`config.mk`:
```
export PLATFORM = sky130hd
export DESIGN_NAME = infix_expression_evaluator_top
export DESIGN_NICKNAME = d
export VERILOG_FILES = /design/src/rtl/iee_pkg.sv /design/src/rtl/iee_front.sv /design/src/rtl/iee_cmd_fifo.sv /design/src/rtl/iee_divider.sv /design/src/rtl/iee_back.sv /design/src/rtl/infix_expression_evaluator_top.sv
export SDC_FILE = /design/constraint.sdc
export NUM_CORES = 2
export LEC_CHECK = 0
export BUFFER_PORTS_ARGS = -buffer_cell sky130_fd_sc_hd__buf_4
export CAP_MARGIN = 20
export CORE_MARGIN = 5
export CORE_UTILIZATION = 65
export DETAILED_ROUTE_END_ITERATION = 8
export MAX_ROUTING_LAYER = met4
export PLACE_DENSITY_LB_ADDON = 0.15
export SLEW_MARGIN = 10
export SYNTH_ARGS = -nofsm -noshare
export SYNTH_HDL_FRONTEND = slang
export SYNTH_SLANG_ARGS = --single-unit
```
`constraint.sdc`:
```
create_clock -name clk -period 16.3 [get_ports clk]
set_clock_uncertainty 0.2 [all_clocks]
set_input_delay 2.445 -clock clk [delete_from_list [all_inputs] [get_ports clk]]
set_output_delay 2.445 -clock clk [all_outputs]
set_load 0.1 [all_outputs]
```
`src/rtl/iee_pkg.sv`:
```
// Shared types and constants of the infix expression evaluator.
// No dependencies; the front, queue, divider, back end and top import this package.
package iee_pkg;

    localparam int DATA_WIDTH  = 32;
    localparam int VALUE_WIDTH = 32;
    localparam int CHAR_WIDTH  = 8;
    localparam int DIGIT_WIDTH = 4;
    localparam int FIFO_DEPTH  = 4;
    localparam int FIFO_AW     = $clog2(FIFO_DEPTH);

    // character codes
    localparam logic [CHAR_WIDTH-1:0] CH_PLUS  = 8'h2B;
    localparam logic [CHAR_WIDTH-1:0] CH_MINUS = 8'h2D;
    localparam logic [CHAR_WIDTH-1:0] CH_STAR  = 8'h2A;
    localparam logic [CHAR_WIDTH-1:0] CH_SLASH = 8'h2F;
    localparam logic [CHAR_WIDTH-1:0] CH_ZERO  = 8'h30;
    localparam logic [CHAR_WIDTH-1:0] CH_NINE  = 8'h39;
    localparam logic [CHAR_WIDTH-1:0] CH_SPACE = 8'h20;
    localparam logic [CHAR_WIDTH-1:0] CH_TAB   = 8'h09;
    localparam logic [CHAR_WIDTH-1:0] CH_CR    = 8'h0D;

    typedef logic [DATA_WIDTH-1:0] word_t;

    typedef enum logic [2:0] {
        OP_PLUS,
        OP_MINUS,
        OP_TIMES,
        OP_DIVIDE,
        OP_OTHER
    } op_t;

    // what the front hands to the back
    typedef enum logic [1:0] {
        CMD_DIGIT,
        CMD_OPER,
        CMD_FLUSH
    } cmd_kind_t;

    typedef struct packed {
        cmd_kind_t              kind;
        logic [DIGIT_WIDTH-1:0] digit;
        op_t                    op;
        logic                   last;
    } cmd_t;

    typedef struct packed {
        logic  start;
        word_t dividend;
        word_t divisor;
    } div_req_t;

    typedef struct packed {
        logic  done;
        word_t quotient;
    } div_rsp_t;

    typedef enum logic [1:0] {
        BK_IDLE,
        BK_DIV,
        BK_FINAL,
        BK_SUM
    } back_state_t;

endpackage

```
`src/rtl/iee_front.sv`:
```
// Front end: takes characters, classifies them and holds one command
// for the queue. Depends on iee_pkg.
module iee_front (
    input  logic                           clk,
    input  logic                           rst_n,
    input  logic                           item_valid,
    output logic                           item_stall,
    input  logic [iee_pkg::CHAR_WIDTH-1:0] char_code,
    input  logic                           end_of_expression,
    output iee_pkg::cmd_t                  cmd,
    output logic                           cmd_valid,
    input  logic                           cmd_full
);
    import iee_pkg::*;

    logic cmd_valid_reg;
    logic cmd_valid_next;
    cmd_t cmd_reg;
    cmd_t cmd_next;
    cmd_t cls;
    logic is_blank;
    logic is_digit;
    logic accept;
    logic keep;
    logic push;

    // character classes
    always_comb
    begin
        is_blank = (char_code == CH_SPACE) || ((char_code >= CH_TAB) && (char_code <= CH_CR));
        is_digit = (char_code >= CH_ZERO) && (char_code <= CH_NINE);

        cls.last  = end_of_expression;
        cls.digit = DIGIT_WIDTH'(char_code - CH_ZERO);
        unique case (char_code)
            CH_PLUS:  cls.op = OP_PLUS;
            CH_MINUS: cls.op = OP_MINUS;
            CH_STAR:  cls.op = OP_TIMES;
            CH_SLASH: cls.op = OP_DIVIDE;
            default:  cls.op = OP_OTHER;
        endcase

        if (is_blank)
            cls.kind = CMD_FLUSH;
        else if (is_digit)
            cls.kind = CMD_DIGIT;
        else
            cls.kind = CMD_OPER;
    end

    // handshake: a held command only blocks while the queue is full
    assign push       = cmd_valid_reg && !cmd_full;
    assign item_stall = cmd_valid_reg && cmd_full;
    assign accept     = item_valid && !item_stall;
    // a blank only matters when it ends the expression
    assign keep       = !is_blank || end_of_expression;

    always_comb
    begin
        cmd_valid_next = cmd_valid_reg;
        cmd_next       = cmd_reg;
        if (push)
            cmd_valid_next = 1'b0;
        if (accept && keep)
        begin
            cmd_valid_next = 1'b1;
            cmd_next       = cls;
        end
    end

    always_ff @(posedge clk or negedge rst_n)
    begin
        if (!rst_n)
            cmd_valid_reg <= 1'b0;
        else
            cmd_valid_reg <= cmd_valid_next;
    end

    always_ff @(posedge clk)
    begin
        cmd_reg <= cmd_next;
    end

    assign cmd       = cmd_reg;
    assign cmd_valid = cmd_valid_reg;

endmodule

```
`src/rtl/iee_cmd_fifo.sv`:
```
// Short command queue between front and back.
// Depends on iee_pkg.
module iee_cmd_fifo (
    input  logic          clk,
    input  logic          rst_n,
    input  logic          push,
    input  iee_pkg::cmd_t push_data,
    output logic          full,
    input  logic          pop,
    output iee_pkg::cmd_t head,
    output logic          head_valid
);
    import iee_pkg::*;

    cmd_t                 entries_reg [FIFO_DEPTH];
    logic [FIFO_AW-1:0]   wr_ptr_reg;
    logic [FIFO_AW-1:0]   wr_ptr_next;
    logic [FIFO_AW-1:0]   rd_ptr_reg;
    logic [FIFO_AW-1:0]   rd_ptr_next;
    logic [FIFO_AW:0]     count_reg;
    logic [FIFO_AW:0]     count_next;
    logic                 do_push;
    logic                 do_pop;

    assign full       = (count_reg == (FIFO_AW + 1)'(FIFO_DEPTH));
    assign head_valid = (count_reg != '0);
    assign head       = entries_reg[rd_ptr_reg];
    assign do_push    = push && !full;
    assign do_pop     = pop && head_valid;

    // pointer and fill count
    always_comb
    begin
        wr_ptr_next = do_push ? wr_ptr_reg + 1'b1 : wr_ptr_reg;
        rd_ptr_next = do_pop ? rd_ptr_reg + 1'b1 : rd_ptr_reg;
        count_next  = count_reg;
        if (do_push && !do_pop)
            count_next = count_reg + 1'b1;
        else if (do_pop && !do_push)
            count_next = count_reg - 1'b1;
    end

    always_ff @(posedge clk or negedge rst_n)
    begin
        if (!rst_n)
        begin
            wr_ptr_reg <= '0;
            rd_ptr_reg <= '0;
            count_reg  <= '0;
        end
        else
        begin
            wr_ptr_reg <= wr_ptr_next;
            rd_ptr_reg <= rd_ptr_next;
            count_reg  <= count_next;
        end
    end

    always_ff @(posedge clk)
    begin
        if (do_push)
            entries_reg[wr_ptr_reg] <= push_data;
    end

endmodule

```
`src/rtl/iee_divider.sv`:
```
// Iterative signed divider, one quotient bit per cycle, truncating.
// Divisor must be nonzero. Depends on iee_pkg.
module iee_divider (
    input  logic              clk,
    input  logic              rst_n,
    input  iee_pkg::div_req_t req,
    output iee_pkg::div_rsp_t rsp
);
    import iee_pkg::*;

    localparam int CNT_W = $clog2(DATA_WIDTH + 1);

    logic               busy_reg;
    logic               busy_next;
    logic               fix_reg;
    logic               fix_next;
    logic               done_reg;
    logic               done_next;
    logic               neg_reg;
    logic               neg_next;
    logic [CNT_W-1:0]   cnt_reg;
    logic [CNT_W-1:0]   cnt_next;
    word_t              rem_reg;
    word_t              rem_next;
    word_t              quo_reg;
    word_t              quo_next;
    word_t              dvs_reg;
    word_t              dvs_next;
    word_t              q_out_reg;
    word_t              q_out_next;
    logic [DATA_WIDTH:0] trial;
    logic [DATA_WIDTH:0] diff;
    logic               fits;

    // one restoring step
    assign trial = {rem_reg, quo_reg[DATA_WIDTH-1]};
    assign diff  = trial - {1'b0, dvs_reg};
    assign fits  = (trial >= {1'b0, dvs_reg});

    always_comb
    begin
        busy_next  = busy_reg;
        fix_next   = fix_reg;
        done_next  = 1'b0;
        neg_next   = neg_reg;
        cnt_next   = cnt_reg;
        rem_next   = rem_reg;
        quo_next   = quo_reg;
        dvs_next   = dvs_reg;
        q_out_next = q_out_reg;

        if (req.start)
        begin
            // load magnitudes, remember the sign of the quotient
            busy_next = 1'b1;
            fix_next  = 1'b0;
            cnt_next  = '0;
            rem_next  = '0;
            neg_next  = req.dividend[DATA_WIDTH-1] ^ req.divisor[DATA_WIDTH-1];
            quo_next  = req.dividend[DATA_WIDTH-1] ? word_t'('0) - req.dividend : req.dividend;
            dvs_next  = req.divisor[DATA_WIDTH-1] ? word_t'('0) - req.divisor : req.divisor;
        end
        else if (busy_reg)
        begin
            rem_next = fits ? diff[DATA_WIDTH-1:0] : trial[DATA_WIDTH-1:0];
            quo_next = {quo_reg[DATA_WIDTH-2:0], fits};
            cnt_next = cnt_reg + 1'b1;
            if (cnt_reg == CNT_W'(DATA_WIDTH - 1))
            begin
                busy_next = 1'b0;
                fix_next  = 1'b1;
            end
        end
        else if (fix_reg)
        begin
            // sign fix; most negative over minus one wraps naturally
            fix_next   = 1'b0;
            done_next  = 1'b1;
            q_out_next = neg_reg ? word_t'('0) - quo_reg : quo_reg;
        end
    end

    always_ff @(posedge clk or negedge rst_n)
    begin
        if (!rst_n)
        begin
            busy_reg <= 1'b0;
            fix_reg  <= 1'b0;
            done_reg <= 1'b0;
        end
        else
        begin
            busy_reg <= busy_next;
            fix_reg  <= fix_next;
            done_reg <= done_next;
        end
    end

    always_ff @(posedge clk)
    begin
        neg_reg   <= neg_next;
        cnt_reg   <= cnt_next;
        rem_reg   <= rem_next;
        quo_reg   <= quo_next;
        dvs_reg   <= dvs_next;
        q_out_reg <= q_out_next;
    end

    assign rsp.done     = done_reg;
    assign rsp.quotient = q_out_reg;

endmodule

```
`src/rtl/iee_back.sv`:
```
// Back end: runs commands against the running sum and current term,
// drives the divider and holds the result register. Depends on iee_pkg.
module iee_back (
    input  logic                                   clk,
    input  logic                                   rst_n,
    input  iee_pkg::cmd_t                          head,
    input  logic                                   head_valid,
    output logic                                   pop,
    output iee_pkg::div_req_t                      div_req,
    input  iee_pkg::div_rsp_t                      div_rsp,
    output logic                                   result_valid,
    input  logic                                   result_stall,
    output logic signed [iee_pkg::VALUE_WIDTH-1:0] value,
    output logic                                   divide_by_zero,
    output logic                                   bad_character
);
    import iee_pkg::*;

    back_state_t state_reg;
    back_state_t state_next;

    word_t sum_reg;
    word_t sum_next;
    word_t term_reg;
    word_t term_next;
    word_t pend_reg;
    word_t pend_next;
    op_t   op_reg;
    op_t   op_next;
    logic  dz_reg;
    logic  dz_next;
    logic  bc_reg;
    logic  bc_next;
    logic  last_reg;
    logic  last_next;
    logic  final_div_reg;
    logic  final_div_next;

    logic                          result_valid_reg;
    logic                          result_valid_next;
    logic signed [VALUE_WIDTH-1:0] value_reg;
    logic signed [VALUE_WIDTH-1:0] value_next;
    logic                          dzo_reg;
    logic                          dzo_next;
    logic                          bco_reg;
    logic                          bco_next;

    word_t apply_sum;
    word_t apply_term;
    logic  apply_dz;
    logic  apply_is_div;
    word_t prod;
    word_t total;
    word_t digit_acc;

    assign prod      = term_reg * pend_reg;
    assign total     = sum_reg + term_reg;
    assign digit_acc = (pend_reg << 3) + (pend_reg << 1) + word_t'(head.digit);

    // pending operator applied to the pending number
    always_comb
    begin
        apply_sum    = sum_reg;
        apply_term   = term_reg;
        apply_dz     = 1'b0;
        apply_is_div = 1'b0;
        case (op_reg)
            OP_PLUS:
            begin
                apply_sum  = sum_reg + term_reg;
                apply_term = pend_reg;
            end
            OP_MINUS:
            begin
                apply_sum  = sum_reg + term_reg;
                apply_term = word_t'('0) - pend_reg;
            end
            OP_TIMES:
                apply_term = prod;
            OP_DIVIDE:
            begin
                if (pend_reg == '0)
                begin
                    apply_term = '0;
                    apply_dz   = 1'b1;
                end
                else
                    apply_is_div = 1'b1;
            end
            default:
                apply_term = term_reg;
        endcase
    end

    // next state
    always_comb
    begin
        state_next = state_reg;
        unique case (state_reg)
            BK_IDLE:
            begin
                if (head_valid)
                begin
                    case (head.kind)
                        CMD_DIGIT:
                            state_next = head.last ? BK_FINAL : BK_IDLE;
                        CMD_OPER:
                        begin
                            if (apply_is_div)
                                state_next = BK_DIV;
                            else
                                state_next = head.last ? BK_FINAL : BK_IDLE;
                        end
                        default:
                            state_next = head.last ? BK_FINAL : BK_IDLE;
                    endcase
                end
            end
            BK_DIV:
            begin
                if (div_rsp.done)
                begin
                    if (final_div_reg)
                        state_next = BK_SUM;
                    else
                        state_next = last_reg ? BK_FINAL : BK_IDLE;
                end
            end
            BK_FINAL:
                state_next = apply_is_div ? BK_DIV : BK_SUM;
            BK_SUM:
                state_next = result_valid_reg ? BK_SUM : BK_IDLE;
            default:
                state_next = BK_IDLE;
        endcase
    end

    // datapath and outputs
    always_comb
    begin
        pop               = 1'b0;
        div_req.start     = 1'b0;
        div_req.dividend  = term_reg;
        div_req.divisor   = pend_reg;
        sum_next          = sum_reg;
        term_next         = term_reg;
        pend_next         = pend_reg;
        op_next           = op_reg;
        dz_next           = dz_reg;
        bc_next           = bc_reg;
        last_next         = last_reg;
        final_div_next    = final_div_reg;
        result_valid_next = result_valid_reg;
        value_next        = value_reg;
        dzo_next          = dzo_reg;
        bco_next          = bco_reg;

        // result taken
        if (result_valid_reg && !result_stall)
            result_valid_next = 1'b0;

        unique case (state_reg)
            BK_IDLE:
            begin
                if (head_valid)
                begin
                    pop            = 1'b1;
                    last_next      = head.last;
                    final_div_next = 1'b0;
                    case (head.kind)
                        CMD_DIGIT:
                            pend_next = digit_acc;
                        CMD_OPER:
                        begin
                            sum_next      = apply_sum;
                            term_next     = apply_term;
                            dz_next       = dz_reg | apply_dz;
                            pend_next     = '0;
                            op_next       = head.op;
                            bc_next       = bc_reg | (head.op == OP_OTHER);
                            div_req.start = apply_is_div;
                        end
                        default:
                            pend_next = pend_reg;
                    endcase
                end
            end
            BK_DIV:
            begin
                if (div_rsp.done)
                    term_next = div_rsp.quotient;
            end
            BK_FINAL:
            begin
                sum_next       = apply_sum;
                term_next      = apply_term;
                dz_next        = dz_reg | apply_dz;
                pend_next      = '0;
                final_div_next = 1'b1;
                div_req.start  = apply_is_div;
            end
            BK_SUM:
            begin
                // load result, then return to the cleared state
                if (!result_valid_reg)
                begin
                    result_valid_next = 1'b1;
                    value_next        = VALUE_WIDTH'($signed(total));
                    dzo_next          = dz_reg;
                    bco_next          = bc_reg;
                    sum_next          = '0;
                    term_next         = '0;
                    pend_next         = '0;
                    op_next           = OP_PLUS;
                    dz_next           = 1'b0;
                    bc_next           = 1'b0;
                end
            end
            default:
                pop = 1'b0;
        endcase
    end

    always_ff @(posedge clk or negedge rst_n)
    begin
        if (!rst_n)
        begin
            state_reg        <= BK_IDLE;
            sum_reg          <= '0;
            term_reg         <= '0;
            pend_reg         <= '0;
            op_reg           <= OP_PLUS;
            dz_reg           <= 1'b0;
            bc_reg           <= 1'b0;
            result_valid_reg <= 1'b0;
        end
        else
        begin
            state_reg        <= state_next;
            sum_reg          <= sum_next;
            term_reg         <= term_next;
            pend_reg         <= pend_next;
            op_reg           <= op_next;
            dz_reg           <= dz_next;
            bc_reg           <= bc_next;
            result_valid_reg <= result_valid_next;
        end
    end

    always_ff @(posedge clk)
    begin
        last_reg      <= last_next;
        final_div_reg <= final_div_next;
        value_reg     <= value_next;
        dzo_reg       <= dzo_next;
        bco_reg       <= bco_next;
    end

    assign result_valid   = result_valid_reg;
    assign value          = value_reg;
    assign divide_by_zero = dzo_reg;
    assign bad_character  = bco_reg;

endmodule

```
`src/rtl/infix_expression_evaluator_top.sv`:
```
// Top level of the infix expression evaluator: front, command queue,
// back end and divider. Depends on iee_pkg and the four submodules.
//
//   channel  | direction | handshake                 | payload
//   ---------+-----------+---------------------------+------------------------------------
//   item     | in        | item_valid / item_stall   | char_code, end_of_expression
//   result   | out       | result_valid / result_stall | value, divide_by_zero, bad_character
//
// Digits and + - * are handled in the back end's idle state; blanks are dropped in the
// front unless they end the expression. A division by a nonzero value goes through
// the 32-step divider.
// The last item adds a final apply state (or a divide) and a sum state.
// The front keeps taking characters until the four-entry queue fills and its held command waits.
// A result waits in its output register; the next result loads only after
// it is taken. No clearing pass after reset.
module infix_expression_evaluator_top (
    input  logic                                   clk,
    input  logic                                   rst_n,
    input  logic                                   item_valid,
    output logic                                   item_stall,
    input  logic [iee_pkg::CHAR_WIDTH-1:0]         char_code,
    input  logic                                   end_of_expression,
    output logic                                   result_valid,
    input  logic                                   result_stall,
    output logic signed [iee_pkg::VALUE_WIDTH-1:0] value,
    output logic                                   divide_by_zero,
    output logic                                   bad_character
);
    import iee_pkg::*;

    cmd_t     front_cmd;
    logic     front_cmd_valid;
    logic     queue_full;
    cmd_t     queue_head;
    logic     queue_head_valid;
    logic     queue_pop;
    div_req_t div_req;
    div_rsp_t div_rsp;

    iee_front u_front (
        .clk               (clk),
        .rst_n             (rst_n),
        .item_valid        (item_valid),
        .item_stall        (item_stall),
        .char_code         (char_code),
        .end_of_expression (end_of_expression),
        .cmd               (front_cmd),
        .cmd_valid         (front_cmd_valid),
        .cmd_full          (queue_full)
    );

    iee_cmd_fifo u_queue (
        .clk        (clk),
        .rst_n      (rst_n),
        .push       (front_cmd_valid),
        .push_data  (front_cmd),
        .full       (queue_full),
        .pop        (queue_pop),
        .head       (queue_head),
        .head_valid (queue_head_valid)
    );

    iee_back u_back (
        .clk            (clk),
        .rst_n          (rst_n),
        .head           (queue_head),
        .head_valid     (queue_head_valid),
        .pop            (queue_pop),
        .div_req        (div_req),
        .div_rsp        (div_rsp),
        .result_valid   (result_valid),
        .result_stall   (result_stall),
        .value          (value),
        .divide_by_zero (divide_by_zero),
        .bad_character  (bad_character)
    );

    iee_divider u_div (
        .clk   (clk),
        .rst_n (rst_n),
        .req   (div_req),
        .rsp   (div_rsp)
    );

endmodule

```
# Yosys cells after proc, flatten, opt, wreduce, memory -nomap -nowiden
# Memories as Yosys holds them, arrays and structs flattened.
# Cells that the tools add are included.
# word_totals
register_bits	296
ram_bits	40
input_bits	13
out_inout_bits	36
word_cells	189
mem_count	1
# mem_list
name	words	word_bits	rd	rd_ports_with_merged_regs	wr	line_no	rtl
u_queue.entries_reg	4	10	1	0	1	iee_cmd_fifo.sv:15	cmd_t entries_reg [FIFO_DEPTH];
# op_classes
add_sub_neg	13
multipliers	1
magnitude_cmp	5
eq_ne	21
n_mux	72
bitwise_logic	6
n_reduce_logical	39
# op_table
operator	count
two-way mux 32 bit	14
case mux 32 bit (4 select lines)	2
case mux 32 bit (3 select lines)	2
subtractor 1 x 32 -> 32 bit (first input constant)	3
adder 32 bit	2
case mux 32 bit (2 select lines)	1
equality test 8 x 6 -> 1 bit (second input constant)	5
greater-or-equal comparator 33 x 32 -> 1 bit	1
adder 32 x 4 -> 32 bit	1
logical NOT 32 bit	1
multiplier 32 x 32 -> 32 bit	1
subtractor 32 bit	1
two-way mux 1 bit	31
two-way mux 31 bit	1
two-way mux 2 bit	9
AND reduction 4 bit	4
two-way mux 3 bit	5
case mux 3 bit (4 select lines)	1
logical AND 1 bit	10
nonzero test 2 bit	5
greater-or-equal comparator 8 x 4 -> 1 bit (second input constant)	1
greater-or-equal comparator 8 x 6 -> 1 bit (second input constant)	1
<= comparator 8 x 4 -> 1 bit (second input constant)	1
<= comparator 8 x 6 -> 1 bit (second input constant)	1
29 further kinds	53

# Logic depth before layout (Yosys ltp)
# depth
word_depth	8
ltp_mapped	28
depth_no_buf	25

# By module
# Synthesis repeated with hierarchy kept, for this count alone.
# unflattened
hier_cells	4002
area_unflattened_um2	37201.9
# by_module_without_submodules
mod	instances	cells_per_inst	area_per_inst_um2	seq_area_each_um2
iee_back	1	2934	26028.7	3683.5
iee_divider	1	939	8783.4	3748.6
iee_cmd_fifo	1	87	1879.3	1376.3
iee_front	1	42	510.5	325.3

# Worst setup path before layout
# No wires, ideal clock.
# synth_path
path_type	register to register
from	register u_back.pend_reg[2]
to	register u_back.term_reg[30]
setup_ps	88
t_arrival_ps	7106
required_ps	16012
slack_ps	8905
path_stages_with_launch	26
n_path_buf	2
synth_period_minus_slack_ps	7395
cell_sequence	dfrtp_1 > clkbuf_1 > clkbuf_1 > and2_1 > fa_1 > inv_1 > fa_1 > fa_1 > fa_1 > inv_1 > fa_1 > inv_1 > fa_1 > inv_1 > fa_1 > fa_1 > ha_1 > a21o_1 > a21o_1 > a21oi_1 > o21ai_0 > o41ai_1 > o21bai_1 > a21o_1 > a21o_1 > a41oi_1
# synth_via
elab_chain_cells	6
word_cells_on_any_way	8
classes_between	add/sub: 1; mul: 1; mux: 5; reduce/logical: 1
# synth_lines
element	line_no	rtl
start, declared	iee_back.sv:26	word_t pend_reg;
start signal, assigned	iee_back.sv:242	pend_reg <= pend_next;
branches (longest 2 deep; another with multiplier 32 x 32 -> 32 bit)	n/a	
case mux 32 bit (4 select lines) *	iee_back.sv:67	case (op_reg)
two-way mux 32 bit	iee_back.sv:170	case (head.kind)
two-way mux 32 bit	iee_back.sv:165	if (head_valid)
case mux 32 bit (4 select lines) *	iee_back.sv:162	unique case (state_reg)
end signal, assigned	iee_back.sv:241	term_reg <= term_next;
end, declared	iee_back.sv:24	word_t term_reg;
# Every way passes the cells marked *. The select of a mux whose other input is x is not followed.
# A chain may end at the register's enable or synchronous reset.

# Worst setup path after layout
# layout_path
from	register u_back.pend_reg[11]
to	register u_back.term_reg[30]
# The elaborated chain is that of the path after synthesis.

==> impl_summary.txt <==
----------------------------------------------------
[Synth]
  Cell type contributing the most total cell area after synthesis ... fa_1
  Synth Flop Type ... edfxtp_1
  Synthesis Warnings ... 0
  Syn Std Cell Area ... 0.0364 mm^2
  Syn Inst Count ... 3861
  Mean instance size in the synthesized netlist ... 9.42 um^2
  Top post-synthesis cells by area ... fa_1 23%, edfxtp_1 15%, ha_1 8.7%, dfrtp_1 7.9%, and2_1 5.5%
  Fraction of registers with async set or reset after synthesis ... 34.2%
  Post-synthesis sequential area ratio ... 25.1%
  Number of enable flip-flop cells after synthesis ... 183
  Register bit total from synthesis ... 336
  Distinct cell type count after synthesis ... 86
  Area share of the largest cell type after synthesis ... 22.7%
  Post-Syn Nets ... 4540

[Cells and area]
  Most common cell after layout, fill and taps aside ... inv_1
  Ratio of cells with drive above 1 in the final layout ... 6.23%
  Max FFs per register ... 40
  Commonest cells after routing, fill and taps aside ... 462 x inv_1, 413 x fa_1, 412 x nand2_1, 320 x and2_1, 253 x ha_1
  Count of nets after finishing ... 4485
  Signed area change from the synthesized netlist to the final layout ... 6.84%
  Post-route design area ... 0.0389 mm^2

[Floorplan]
  Starting utilization of the core area ... 65.8%
  Placement Rows ... 86
  Number of top-level pins ... 49
  Die Outline Area ... 0.0608 mm^2
  Die Span X ... 247 um
  Area of the core ... 0.0553 mm^2
  Die Y ... 247 um

[Setup path]
  Critical Path Source ... u_back.pend_reg[11]
  Setup crit start kind ... flip-flop
  Category of cells accounting for the largest share of critical-path delay ... adder cells
  Critical path's most frequent cell ... fa_1
  Critical setup path kind ... flip-flop to flip-flop
  FF-to-FF Start ... u_back.pend_reg[11]
  Worst reg2reg endpoint ... u_back.term_reg[30]
  Setup slack of the worst register-to-register path ... 8380 ps
  Number of cell instances on the worst register-to-register path ... 23
  Count of buffer and inverter cells on the critical path ... 4
  Slowest-stage cell, CP ... dfrtp_1
  Max incr delay on CP ... 880 ps
  Req. time, crit path ... 16600 ps
  Data arrival time of the critical path ... 8220 ps
  Kind of end point of the critical path ... flip-flop
  Worst path cell trace ... buf_4 > nand2_1 > fa_1 > inv_1 > fa_1 > fa_1 > inv_1 > fa_1 > inv_1 > ha_1 > ha_1 > fa_1 > fa_1 > ha_1 > a21o_1 > a21o_1 > a211oi_1 > a211oi_1 > o41ai_1 > o21bai_1 > a21o_1 > a21o_1 > a41oi_1
  Highest fanout seen on the critical path ... 17

[Clock tree]
  Clock input transition at the sequential cells of the worst setup and hold paths ... 70 ps
  Clock latency on the worst-skew pair ... 600 ps
  Number of hold buffers added after cts ... 0
  Number of buffers added by the clock tree synthesis step ... 40
  CTS tree ... done
  Buffers inserted by post-CTS timing repair ... 0
  Root buffer cell ... clkbuf_16
  Clock net sink count ... 336
  Number of buffers between clock root and the deepest sink ... 3
  Gates resized, CTS repair ... 0
  H-tree depth reported by CTS ... 2

[STA]
  Setup tns final ... 0 ps
  Hold Slack ... 255 ps
  RSZ-0062 raised after global routing ... false
  # setup viols final ... 0
  Final Critical Period ... 7920 ps
  Fmax achieved ... 0.126 GHz
  Final count of hold timing violations ... 0
  Crit share post-route ... 48.6%
  Worst-margin pin slew ... 1050 ps
  Count of pins over their slew limit ... 0
  Tightest slew margin relative to the limit ... 29.7%

[Place]
  Cell area after placement ... 0.0374 mm^2
  # port buffers ... 48
  Post-detailed-placement half-perimeter wirelength ... 79.6 mm
  Weighted congestion at the end of routability-driven global placement ... 1.07

[GRT]
  Pin count of the biggest net entering global routing ... 69
  Number of global-route vias before repair ... 29.9k
  First-pass GRT wire length ... 168 mm
  Gr usage total ... 36.8%
  Number of antenna violations at the first check in global routing ... 5
  Overflow after GRT ... 0

[Route]
  Average wire length per cell after detail routing ... 23.4 um
  Post-DR vias/cell ... 6.29
  DR DRC count ... 11
  Final antenna-violating net count ... 0
  Number of DRC markers after the initial detailed-route iteration ... 2981
  Total wirelength of the detailed-routed design ... 108 mm
  Vias ... 28.9k
  Number of optimization iterations in the first detailed-route pass ... 9

[Worst hold path]
  Hold WC Path Type ... flip-flop to flip-flop
  Destination of the worst hold path ... u_back.bad_character
  Hold Path Cell Cnt ... 0
  Hold Crit Start ... u_back.bc_reg

[Job]
  Count of maximum capacitance violations ... 0

[Outcome]
  Run status ... finished, violations left
  Violations in the final reports ... design-rule violations

----------------------------------------------------
[worst register-to-register path, cell delays in order (launching register included)]
cell and delay [ps]:
dfrtp_1 880, buf_4 400, nand2_1 120, fa_1 570
inv_1 50, fa_1 390, fa_1 490, inv_1 50
fa_1 470, inv_1 40, ha_1 270, ha_1 290
fa_1 390, fa_1 470, ha_1 370, a21o_1 200
a21o_1 200, a211oi_1 290, a211oi_1 170, o41ai_1 740
o21bai_1 150, a21o_1 220, a21o_1 180, a41oi_1 200
[logic make-up after synthesis]
family / count (synthesis) / share of synthesized area (%)
and+or+nand+nor: 1162 / 16.1
AOI/OAI and AO/OA: 720 / 12.7
buffers and inverters: 682 / 7.09
adders and majority gates: 666 / 31.4
DFF: 336 / 25.1
xor gates and xnor gates: 256 / 6.20
muxes: 39 / 1.42
[metrics by stage]
| stage | instances | utilization (%) | setup WS, ps |
|---|---|---|---|
| after floorplan | 3861 | - | 8910 |
| after global placement | 4512 | 67.7 | 8540 |
| after detailed placement | 4512 | 67.7 | 8480 |
| after CTS | 4586 | 70.3 | 8420 |
| after global routing | 4588 | 70.3 | 7980 |
| final | 4589 | 70.3 | 8380 |
[cell type report]
type	count	area, um^2
inverter	463	1740
antenna	3	7.51
tap	748	936
fill	4283	16400
clock buffer	42	1010
multi-input combinational	2843	24700
clock inverter	32	407
sequential	336	9140
timing repair buffer	122	916
[Yosys cell counts, types with 47 or more instances]
master	n
xnor2_1	184
edfxtp_1	183
xor2_1	71
fa_1	413
clkbuf_1	194
nor2_1	165
and2_1	320
ha_1	253
nand2_1	412
o21ai_0	200
a22o_1	47
dfrtp_1	115
a21o_1	52
inv_1	463
nor3_1	48
a21oi_1	182
[how the worst max path moves through the flow]
stage / endpoint / slack (ps) / cells past startpoint
2_1_floorplan: u_back.term_reg[30] / 8910 / 25
3_3_place_gp: u_back.term_reg[30] / 8540 / 21
3_5_place_dp: u_back.term_reg[30] / 8480 / 22
4_1_cts: u_back.term_reg[30] / 8420 / 24
5_1_grt: u_back.term_reg[30] / 7980 / 24
6_report: u_back.term_reg[30] / 8380 / 23
[routing by layer]
layer | part of all wire (%) | track usage [%]
met5 | 0 | -
met3 | 11 | 8.96
met2 | 45 | 56.9
met4 | 5.5 | 15.9
met1 | 38 | 46.6
Power is not shown: default switching activity piles up to over one toggle a cycle in this logic, so the estimate is an artifact.
